File: config.mk
export PLATFORM = sky130hd
export DESIGN_NAME = ascii_token_scanner_core
export DESIGN_NICKNAME = d
export VERILOG_FILES = /design/src/hw/rtl/tks_pkg.sv /design/src/hw/rtl/ascii_token_scanner_core.sv /design/src/hw/rtl/tks_front.sv /design/src/hw/rtl/tks_queue.sv /design/src/hw/rtl/tks_back.sv
export SDC_FILE = /design/constraint.sdc
export NUM_CORES = 2
export LEC_CHECK = 0
export ABC_CLOCK_PERIOD_IN_PS = 20300
export BUFFER_PORTS_ARGS = -buffer_cell sky130_fd_sc_hd__buf_2
export CAP_MARGIN = 5
export CORE_MARGIN = 2
export CORE_UTILIZATION = 29
export CTS_BUF_LIST = sky130_fd_sc_hd__clkbuf_8
export DETAILED_ROUTE_END_ITERATION = 7
export GPL_TIMING_DRIVEN = 0
export SLEW_MARGIN = 0
export SYNTH_ARGS = -nofsm -noshare
export SYNTH_HDL_FRONTEND = slang
export SYNTH_HIERARCHICAL = 1
export SYNTH_SLANG_ARGS = --single-unit
File: constraint.sdc
create_clock -name clk -period 20.3 [get_ports clk]
set_input_delay 3.045 -clock clk [delete_from_list [all_inputs] [get_ports clk]]
set_output_delay 3.045 -clock clk [all_outputs]
set_load 0.005 [all_outputs]
File: src/hw/rtl/tks_pkg.sv
package tks_pkg;

	typedef enum logic [1:0] {
		OP_DATA    = 2'd0,
		OP_FINAL   = 2'd1,
		OP_END     = 2'd2,
		OP_RESTART = 2'd3
	} op_e;

	typedef enum logic [2:0] {
		KIND_NUMBER = 3'd0,
		KIND_STRING = 3'd1,
		KIND_IDENT  = 3'd2,
		KIND_OPER   = 3'd3,
		KIND_EOF    = 3'd4,
		KIND_ERROR  = 3'd5
	} kind_e;

	typedef enum logic [1:0] {
		ERR_NONE       = 2'd0,
		ERR_NUM_ALPHA  = 2'd1,
		ERR_OPEN_STR   = 2'd2,
		ERR_BAD_BYTE   = 2'd3
	} err_e;

	localparam int FW      = 17;
	localparam int RES_MAX = 3;
	localparam int RES_CW  = 2;
	localparam int QDEPTH  = 4;
	localparam int QAW     = 2;

	typedef struct packed {
		logic [1:0] opcode;
		logic [7:0] byte_value;
	} tok_in_t;

	typedef struct packed {
		logic [2:0]    token_kind;
		logic [1:0]    error_code;
		logic [FW-1:0] start_offset;
		logic [FW-1:0] start_row;
		logic [FW-1:0] start_column;
		logic [FW-1:0] value_length;
		logic          last_of_run;
	} tok_out_t;

	// All results caused by one request, oldest in slot 0
	typedef struct packed {
		logic [RES_CW-1:0]            cnt;
		tok_out_t [RES_MAX-1:0]       res;
	} bundle_t;

	typedef struct packed {
		logic empty;
		logic full;
	} q_stat_t;

endpackage

File: src/hw/rtl/ascii_token_scanner_core.sv
// Results of an accepted request go into the result queue, then out through a registered output.
// Throughput: one request per cycle while each gives at most one result and the output is
// not stalled; a request that closes tokens gives up to three results, drained one per cycle
// while tok_stall is low from a four-entry result queue, and requests stall only when that queue is full.
// Reset (arst_n low, asynchronous): scanner idle at offset 0, line 1, column 1;
// queue and output empty.
module ascii_token_scanner_core import tks_pkg::*; #(
	parameter longint unsigned MAX_INPUT_BYTES = 65536
) (
	input  logic     clk,
	input  logic     arst_n,
	input  logic     src_valid,
	output logic     src_stall,
	input  tok_in_t  src_data,
	output logic     tok_valid,
	input  logic     tok_stall,
	output tok_out_t tok_data
);

	logic    push;
	bundle_t push_data;
	logic    pop;
	bundle_t head;
	q_stat_t q_stat;

	tks_front #(
		.MAX_INPUT_BYTES(MAX_INPUT_BYTES)
	) u_front (
		.clk      (clk),
		.arst_n   (arst_n),
		.src_valid(src_valid),
		.src_stall(src_stall),
		.src_data (src_data),
		.q_stat   (q_stat),
		.push     (push),
		.push_data(push_data)
	);

	tks_queue u_queue (
		.clk      (clk),
		.arst_n   (arst_n),
		.push     (push),
		.push_data(push_data),
		.pop      (pop),
		.head     (head),
		.q_stat   (q_stat)
	);

	tks_back u_back (
		.clk      (clk),
		.arst_n   (arst_n),
		.head     (head),
		.q_stat   (q_stat),
		.pop      (pop),
		.tok_valid(tok_valid),
		.tok_stall(tok_stall),
		.tok_data (tok_data)
	);

endmodule

File: src/hw/rtl/tks_front.sv
module tks_front import tks_pkg::*; #(
	parameter longint unsigned MAX_INPUT_BYTES = 65536
) (
	input  logic    clk,
	input  logic    arst_n,
	input  logic    src_valid,
	output logic    src_stall,
	input  tok_in_t src_data,
	input  q_stat_t q_stat,
	output logic    push,
	output bundle_t push_data
);

	localparam int CW = $clog2(MAX_INPUT_BYTES + 1);
	localparam logic [CW-1:0] SAT = CW'(MAX_INPUT_BYTES);

	localparam logic [7:0] CH_NUL = 8'h00;
	localparam logic [7:0] CH_TAB = 8'h09;
	localparam logic [7:0] CH_LF  = 8'h0a;
	localparam logic [7:0] CH_CR  = 8'h0d;
	localparam logic [7:0] CH_SP  = 8'h20;
	localparam logic [7:0] CH_DQ  = 8'h22;
	localparam logic [7:0] CH_US  = 8'h5f;

	typedef enum logic [2:0] {
		M_IDLE, M_NUMBER, M_STRING, M_IDENT, M_OPER, M_EOF, M_ERROR
	} mode_e;

	typedef logic [CW-1:0] cnt_t;

	typedef struct packed {
		mode_e mode;
		cnt_t  off;
		cnt_t  ln;
		cnt_t  col;
		cnt_t  toff;
		cnt_t  tln;
		cnt_t  tcol;
		cnt_t  run;
		logic  cr;
	} scan_t;

	localparam scan_t SCAN_RST = '{
		mode: M_IDLE, off: '0, ln: cnt_t'(1), col: cnt_t'(1),
		toff: '0, tln: cnt_t'(1), tcol: cnt_t'(1), run: '0, cr: 1'b0
	};

	function automatic cnt_t sat_inc(cnt_t v);
		return (v >= SAT) ? SAT : cnt_t'(v + 1'b1);
	endfunction

	function automatic scan_t adv(scan_t s);
		s.off = sat_inc(s.off);
		s.col = sat_inc(s.col);
		return s;
	endfunction

	function automatic scan_t ext(scan_t s);
		s.run = sat_inc(s.run);
		return adv(s);
	endfunction

	function automatic tok_out_t mk(kind_e k, err_e e, cnt_t o, cnt_t l, cnt_t c, cnt_t n);
		tok_out_t r;
		r.token_kind   = k;
		r.error_code   = e;
		r.start_offset = FW'(o);
		r.start_row    = FW'(l);
		r.start_column = FW'(c);
		r.value_length = FW'(n);
		r.last_of_run  = 1'b0;
		return r;
	endfunction

	function automatic logic is_digit(logic [7:0] b);
		return b inside {[8'h30:8'h39]};
	endfunction

	function automatic logic is_id_start(logic [7:0] b);
		return b inside {[8'h41:8'h5a], [8'h61:8'h7a], CH_US};
	endfunction

	function automatic logic is_symbol(logic [7:0] b);
		return !(b inside {CH_NUL, CH_SP, CH_TAB, CH_LF, CH_CR, CH_DQ})
			&& !is_id_start(b) && !is_digit(b);
	endfunction

	scan_t                  st_q;
	scan_t                  nx;
	tok_out_t [RES_MAX-1:0] res;
	logic [RES_CW-1:0]      n;
	logic                   rescan;
	logic                   cr_prev;
	logic [7:0]             b;
	logic                   accept;

	assign src_stall = q_stat.full;
	assign accept    = src_valid && !src_stall;

	always_comb begin
		nx      = st_q;
		res     = '0;
		n       = '0;
		rescan  = 1'b0;
		cr_prev = 1'b0;
		b       = src_data.byte_value;
		if (src_data.opcode == OP_RESTART) begin
			nx = SCAN_RST;
		end else if (st_q.mode != M_EOF && st_q.mode != M_ERROR) begin
			if (src_data.opcode == OP_DATA || src_data.opcode == OP_FINAL) begin
				case (nx.mode)
					M_IDLE: begin
						rescan = 1'b1;
					end
					M_NUMBER: begin
						nx.cr = 1'b0;
						if (is_digit(b)) begin
							nx = ext(nx);
						end else if (is_id_start(b)) begin
							res[n]  = mk(KIND_ERROR, ERR_NUM_ALPHA, nx.toff, nx.tln, nx.tcol, '0);
							n       = n + 1'b1;
							nx.mode = M_ERROR;
						end else begin
							res[n]  = mk(KIND_NUMBER, ERR_NONE, nx.toff, nx.tln, nx.tcol, nx.run);
							n       = n + 1'b1;
							nx.mode = M_IDLE;
							rescan  = 1'b1;
						end
					end
					M_STRING: begin
						nx.cr = 1'b0;
						if (b == CH_DQ) begin
							res[n]  = mk(KIND_STRING, ERR_NONE, nx.toff, nx.tln, nx.tcol, nx.run);
							n       = n + 1'b1;
							nx.mode = M_IDLE;
							nx      = adv(nx);
						end else if (b == CH_LF || b == CH_CR) begin
							res[n]  = mk(KIND_ERROR, ERR_OPEN_STR, nx.toff, nx.tln, nx.tcol, '0);
							n       = n + 1'b1;
							nx.mode = M_ERROR;
						end else if (b == CH_NUL) begin
							res[n]  = mk(KIND_ERROR, ERR_BAD_BYTE, nx.off, nx.ln, nx.col, '0);
							n       = n + 1'b1;
							nx.mode = M_ERROR;
						end else begin
							nx = ext(nx);
						end
					end
					M_IDENT: begin
						nx.cr = 1'b0;
						if (is_id_start(b) || is_digit(b)) begin
							nx = ext(nx);
						end else begin
							res[n]  = mk(KIND_IDENT, ERR_NONE, nx.toff, nx.tln, nx.tcol, nx.run);
							n       = n + 1'b1;
							nx.mode = M_IDLE;
							rescan  = 1'b1;
						end
					end
					M_OPER: begin
						nx.cr = 1'b0;
						if (is_symbol(b)) begin
							nx = ext(nx);
						end else begin
							res[n]  = mk(KIND_OPER, ERR_NONE, nx.toff, nx.tln, nx.tcol, nx.run);
							n       = n + 1'b1;
							nx.mode = M_IDLE;
							rescan  = 1'b1;
						end
					end
					default: begin
					end
				endcase
				// Scan the byte again from idle: a byte met in idle mode, or one that closed a token
				if (rescan) begin
					cr_prev = nx.cr;
					nx.cr   = 1'b0;
					if (cr_prev && b == CH_LF) begin
						nx.off = sat_inc(nx.off);
					end else if (b == CH_SP || b == CH_TAB) begin
						nx = adv(nx);
					end else if (b == CH_LF || b == CH_CR) begin
						nx.off = sat_inc(nx.off);
						nx.ln  = sat_inc(nx.ln);
						nx.col = cnt_t'(1);
						nx.cr  = (b == CH_CR);
					end else if (b == CH_NUL) begin
						res[n]  = mk(KIND_ERROR, ERR_BAD_BYTE, nx.off, nx.ln, nx.col, '0);
						n       = n + 1'b1;
						nx.mode = M_ERROR;
					end else begin
						nx.toff = nx.off;
						nx.tln  = nx.ln;
						nx.tcol = nx.col;
						nx      = adv(nx);
						if (b == CH_DQ) begin
							nx.mode = M_STRING;
							nx.run  = '0;
						end else begin
							nx.run = cnt_t'(1);
							if (is_digit(b)) begin
								nx.mode = M_NUMBER;
							end else if (is_id_start(b)) begin
								nx.mode = M_IDENT;
							end else begin
								nx.mode = M_OPER;
							end
						end
					end
				end
			end
			if ((src_data.opcode == OP_FINAL || src_data.opcode == OP_END)
					&& nx.mode != M_ERROR) begin
				if (nx.mode == M_STRING) begin
					res[n]  = mk(KIND_ERROR, ERR_OPEN_STR, nx.toff, nx.tln, nx.tcol, '0);
					n       = n + 1'b1;
					nx.mode = M_ERROR;
				end else begin
					if (nx.mode == M_NUMBER) begin
						res[n]  = mk(KIND_NUMBER, ERR_NONE, nx.toff, nx.tln, nx.tcol, nx.run);
						n       = n + 1'b1;
						nx.mode = M_IDLE;
					end else if (nx.mode == M_IDENT) begin
						res[n]  = mk(KIND_IDENT, ERR_NONE, nx.toff, nx.tln, nx.tcol, nx.run);
						n       = n + 1'b1;
						nx.mode = M_IDLE;
					end else if (nx.mode == M_OPER) begin
						res[n]  = mk(KIND_OPER, ERR_NONE, nx.toff, nx.tln, nx.tcol, nx.run);
						n       = n + 1'b1;
						nx.mode = M_IDLE;
					end
					if (nx.mode == M_IDLE) begin
						res[n]  = mk(KIND_EOF, ERR_NONE, nx.off, nx.ln, nx.col, '0);
						n       = n + 1'b1;
						nx.mode = M_EOF;
					end
				end
			end
		end
	end

	assign push          = accept && (n != '0);
	assign push_data.cnt = n;
	assign push_data.res = res;

	always_ff @(posedge clk or negedge arst_n) begin
		if (!arst_n) begin
			st_q <= SCAN_RST;
		end else if (accept) begin
			st_q <= nx;
		end
	end

endmodule

File: src/hw/rtl/tks_queue.sv
module tks_queue import tks_pkg::*; (
	input  logic    clk,
	input  logic    arst_n,
	input  logic    push,
	input  bundle_t push_data,
	input  logic    pop,
	output bundle_t head,
	output q_stat_t q_stat
);

	bundle_t        mem [QDEPTH];
	logic [QAW-1:0] wr_ptr_q;
	logic [QAW-1:0] rd_ptr_q;
	logic [QAW:0]   cnt_q;

	assign head         = mem[rd_ptr_q];
	assign q_stat.empty = (cnt_q == '0);
	assign q_stat.full  = (cnt_q == (QAW + 1)'(QDEPTH));

	always_ff @(posedge clk) begin
		if (push) begin
			mem[wr_ptr_q] <= push_data;
		end
	end

	always_ff @(posedge clk or negedge arst_n) begin
		if (!arst_n) begin
			wr_ptr_q <= '0;
			rd_ptr_q <= '0;
			cnt_q    <= '0;
		end else begin
			if (push) begin
				wr_ptr_q <= wr_ptr_q + 1'b1;
			end
			if (pop) begin
				rd_ptr_q <= rd_ptr_q + 1'b1;
			end
			if (push && !pop) begin
				cnt_q <= cnt_q + 1'b1;
			end else if (pop && !push) begin
				cnt_q <= cnt_q - 1'b1;
			end
		end
	end

endmodule

File: src/hw/rtl/tks_back.sv
module tks_back import tks_pkg::*; (
	input  logic     clk,
	input  logic     arst_n,
	input  bundle_t  head,
	input  q_stat_t  q_stat,
	output logic     pop,
	output logic     tok_valid,
	input  logic     tok_stall,
	output tok_out_t tok_data
);

	logic [RES_CW-1:0] sub_q;
	logic              load;
	logic              last;
	tok_out_t          head_tok;

	assign load = !q_stat.empty && (!tok_valid || !tok_stall);
	assign last = (sub_q == RES_CW'(head.cnt - 1'b1));
	// Release the queue entry with its final result
	assign pop  = load && last;

	always_comb begin
		head_tok             = head.res[sub_q];
		head_tok.last_of_run = last;
	end

	always_ff @(posedge clk or negedge arst_n) begin
		if (!arst_n) begin
			tok_valid <= 1'b0;
			sub_q     <= '0;
		end else if (load) begin
			tok_valid <= 1'b1;
			sub_q     <= last ? '0 : RES_CW'(sub_q + 1'b1);
		end else if (!tok_stall) begin
			tok_valid <= 1'b0;
		end
	end

	always_ff @(posedge clk) begin
		if (load) begin
			tok_data <= head_tok;
		end
	end

endmodule

==> summary.txt <==
Die
  – Boundary pin count: 90
  – Core area: 180000 um2
  – Starting density of the core: 29.1%
  – Row count: ~160
  – Die X-Extent: 429 um
  – Vertical die dimension: roughly 430 um
  – Die area: 184000 um2

Global routing
  – Residual overflow from global routing: 0
  – GRT busiest layer: met2
  – First-pass GRT wire length: ~320000 um
  – Met3 track utilization from global routing: approximately 5.1%
  – Met1 Resource Use GR: 34.7%
  – Vias in the first global route: between 30000 and 40000
  – Largest net degree at the start of global routing: 71
  – Global Route Usage Sum: approximately 25%
  – Met2 demand-to-capacity share in global routing: between 30 and 40%
  – Number of antenna violations at the first check in global routing: 19

CTS
  – Root buffer cell: sky130_fd_sc_hd__clkbuf_8
  – Setup Fix Bufs, Post-CTS: 0
  – Number of sinks driven by the clock tree: 1091
  – Depth of the CTS H-tree: 4
  – Post-cts resize count: 0
  – Number of buffers added to fix hold violations after cts: 0
  – Number of buffers created by CTS: 179
  – Clock Path Buffers: 3
  – Clock latency of the later-clocked register in the worst-skew pair: 1.01 ns
  – Clock Pin Slew Worst Setup and Hold Paths: around 0.060 ns
  – CTS tree: built

Hold path
  – End of the worst hold path: u_back/tok_valid
  – Hold_sp: u_back/tok_valid
  – Worst min-delay path class: reg2reg
  – Hold depth: 2

STA
  – Share of the clock period used by the worst path: 55.7%
  – Relative slew margins: -3.35%
  – Transition time of the tightest slew-check pin: roughly 1.5 ns
  – Final max-slew violation count: 10
  – RSZ-0062 raised after global routing: false
  – Setup tns final: 0 ns
  – Number of hold-slack violations in the final timing report: 0
  – Min Clock Period, post-route: 11.30 ns
  – Hold WS: 0.496 ns
  – Worst clock skew on the final layout: approximately 0.1 ns
  – Total of endpoints with negative setup slack in the final report: 0
  – Achievable frequency: 88.5 MHz

Drt
  – Detailed-route DRC error count: 0
  – Total number of vias: roughly 40000
  – Wirelength, routed: 233000 um
  – Antenna-violating nets left: 0
  – Via count normalized by instance count: 5.81
  – Starting DRC count in detailed routing: 5350
  – Routed wire length per instance: 34.5 um
  – Router iterations before antenna repair: 6

Worst setup path
  – Crit path max fanout: 52
  – Worst reg2reg path depth: 19
  – Reg2Reg Setup Slack: 11.10 ns
  – Data arrival, critical path: 11.91 ns
  – CP Capture Type: flop
  – Critical Path RT: between 20 and 25 ns
  – Reg2reg start: u_front/st_q[121]
  – Worst reg2reg path endpoint: u_queue/mem[3][108]
  – Crit Path Class: in2reg
  – Element type at the critical path start: input port

Pwr
  – Pleak: 20.3 nW
  – Worst voltage drop across the vdd grid: 98.4 uV
  – P per Cell Area: 165 nW/um2

Cells and area
  – Layout area overhead: 15.2%
  – Final core utilization: between 30% and 40%
  – Fin area: 60400 um2
  – Layout cell share with drive strength beyond 1: 18.7%
  – Final Net Count: 4281
  – Total of fill cells in the finished design: approximately 18000

Run status
  – Run status: finished, violations left
  – Failing checks: max-capacitance violations, max-slew violations

Placement
  – Number of port buffers: 87
  – Placer's final routability congestion estimate: approximately 1.0
  – Placement-stage cell area: 56800 um2
  – Detailed Place HPWL: 172000 um

Yosys
  – Synthesized netlist net count: 3961
  – Post-Syn Instances: approximately 3900
  – Synth warn: 6
  – Synthesized cell area: about 52000 um2
  – Synthesized area per cell: 13.4 um2

Flow run
  – Max-cap violations: 4
[sequential cells by signal, indices dropped and copies added (netlist names)]
| register | count |
|---|---|
| u_back/tok_valid | 1 |
| u_back/sub_q | 2 |
| u_queue/cnt_q | 3 |
| u_back/tok_data | 74 |
| u_queue/wr_ptr_q | 2 |
| u_front/st_q | 123 |
| u_queue/mem | 884 |
| u_queue/rd_ptr_q | 2 |
[cells in the final DEF (no fill, tap or decap), types with 16 or more instances in the layout]
master and count:
sky130_fd_sc_hd__and3_1 32, sky130_fd_sc_hd__o211ai_1 30, sky130_fd_sc_hd__mux2i_1 98, sky130_fd_sc_hd__buf_1 17
sky130_fd_sc_hd__a21oi_1 212, sky130_fd_sc_hd__inv_1 104, sky130_fd_sc_hd__o221ai_1 23, sky130_fd_sc_hd__a221oi_1 16
sky130_fd_sc_hd__buf_16 20, sky130_fd_sc_hd__nor4_1 24, sky130_fd_sc_hd__mux4_2 221, sky130_fd_sc_hd__o21ai_1 62
sky130_fd_sc_hd__nand2_1 382, sky130_fd_sc_hd__a22o_1 65, sky130_fd_sc_hd__a211oi_1 40, sky130_fd_sc_hd__a21o_1 19
sky130_fd_sc_hd__edfxtp_1 958, sky130_fd_sc_hd__clkinv_1 27, sky130_fd_sc_hd__clkinv_2 20, sky130_fd_sc_hd__and2_1 24
sky130_fd_sc_hd__buf_2 160, sky130_fd_sc_hd__a22oi_1 79, sky130_fd_sc_hd__clkbuf_8 186, sky130_fd_sc_hd__o22ai_1 38
sky130_fd_sc_hd__dfrtp_1 129, sky130_fd_sc_hd__nor2_1 269, sky130_fd_sc_hd__ha_1 25, sky130_fd_sc_hd__nand4_1 23
sky130_fd_sc_hd__buf_4 16, sky130_fd_sc_hd__o21ai_0 252, sky130_fd_sc_hd__nand3_1 83, sky130_fd_sc_hd__a31oi_1 28
sky130_fd_sc_hd__o21a_1 16, sky130_fd_sc_hd__buf_6 34, sky130_fd_sc_hd__nor3_1 59, sky130_fd_sc_hd__mux2_2 31
sky130_fd_sc_hd__clkbuf_1 179
[worst max-delay path by stage]
stage,cells after the start,startpoint,to
4_1_cts,21,src_data[0],u_queue/mem[3][36]
3_3_place_gp,17,src_data[0],u_queue/mem[1][111]
6_report,21,src_data[0],u_queue/mem[3][108]
2_1_floorplan,19,src_data[3],u_queue/mem[0][100]
3_5_place_dp,21,src_data[0],u_queue/mem[3][32]
5_1_grt,21,src_data[0],u_queue/mem[3][108]
[area by class of cell]
type	count	area (um2)	area share, %
clock inverter	136	1020	1.70
multi-input combinational	2479	18700	31.0
antenna	7	17.5	0.0290
clock buffer	186	2560	4.24
tap	2370	2970	4.91
inverter	46	175	0.290
buffer	305	1520	2.51
sequential	1091	32100	53.1
timing repair buffer	139	1310	2.17
[through the flow]
step | power, W | instances | setup slack [ns]
2_1_floorplan | 0.00572 | 3921 | 7.50
3_3_place_gp | 0.00795 | 6378 | 0.519
3_5_place_dp | 0.00793 | 6427 | 8.44
4_1_cts | 0.00990 | 6749 | 9.49
5_1_grt | 0.0103 | 6754 | 8.91
6_report | 0.00998 | 6759 | 9.00
[power breakdown]
part | switching (W) | internal (W)
Combinational | 0.00348 | 0.00136
Clock | 0.000942 | 0.00102
Sequential | 0.000128 | 0.00305
[layer usage]
metal	routed length, um	share of wire [%]
met5	140	0.060
met4	10500	4.5
met3	18700	8.0
met2	103000	44
met1	101000	43
[worst max-delay path, stage by stage]
cell	delay, ns
sky130_fd_sc_hd__buf_2	0.13
sky130_fd_sc_hd__clkbuf_1	0.21
sky130_fd_sc_hd__nor2b_1	0.20
sky130_fd_sc_hd__o211ai_1	0.47
sky130_fd_sc_hd__and2_1	0.20
sky130_fd_sc_hd__clkbuf_1	0.27
sky130_fd_sc_hd__a21oi_1	0.33
sky130_fd_sc_hd__a21oi_1	1.18
sky130_fd_sc_hd__o211ai_1	0.83
sky130_fd_sc_hd__ha_1	0.57
sky130_fd_sc_hd__nand2_1	0.06
sky130_fd_sc_hd__a21boi_0	0.27
sky130_fd_sc_hd__ha_1	0.28
sky130_fd_sc_hd__a221o_1	0.31
sky130_fd_sc_hd__a21oi_1	0.80
sky130_fd_sc_hd__o21a_1	0.40
sky130_fd_sc_hd__and2_4	0.81
sky130_fd_sc_hd__buf_16	0.35
sky130_fd_sc_hd__buf_16	0.29
sky130_fd_sc_hd__buf_12	0.27
sky130_fd_sc_hd__buf_16	0.29
Power figures use the tool's default switching activity.
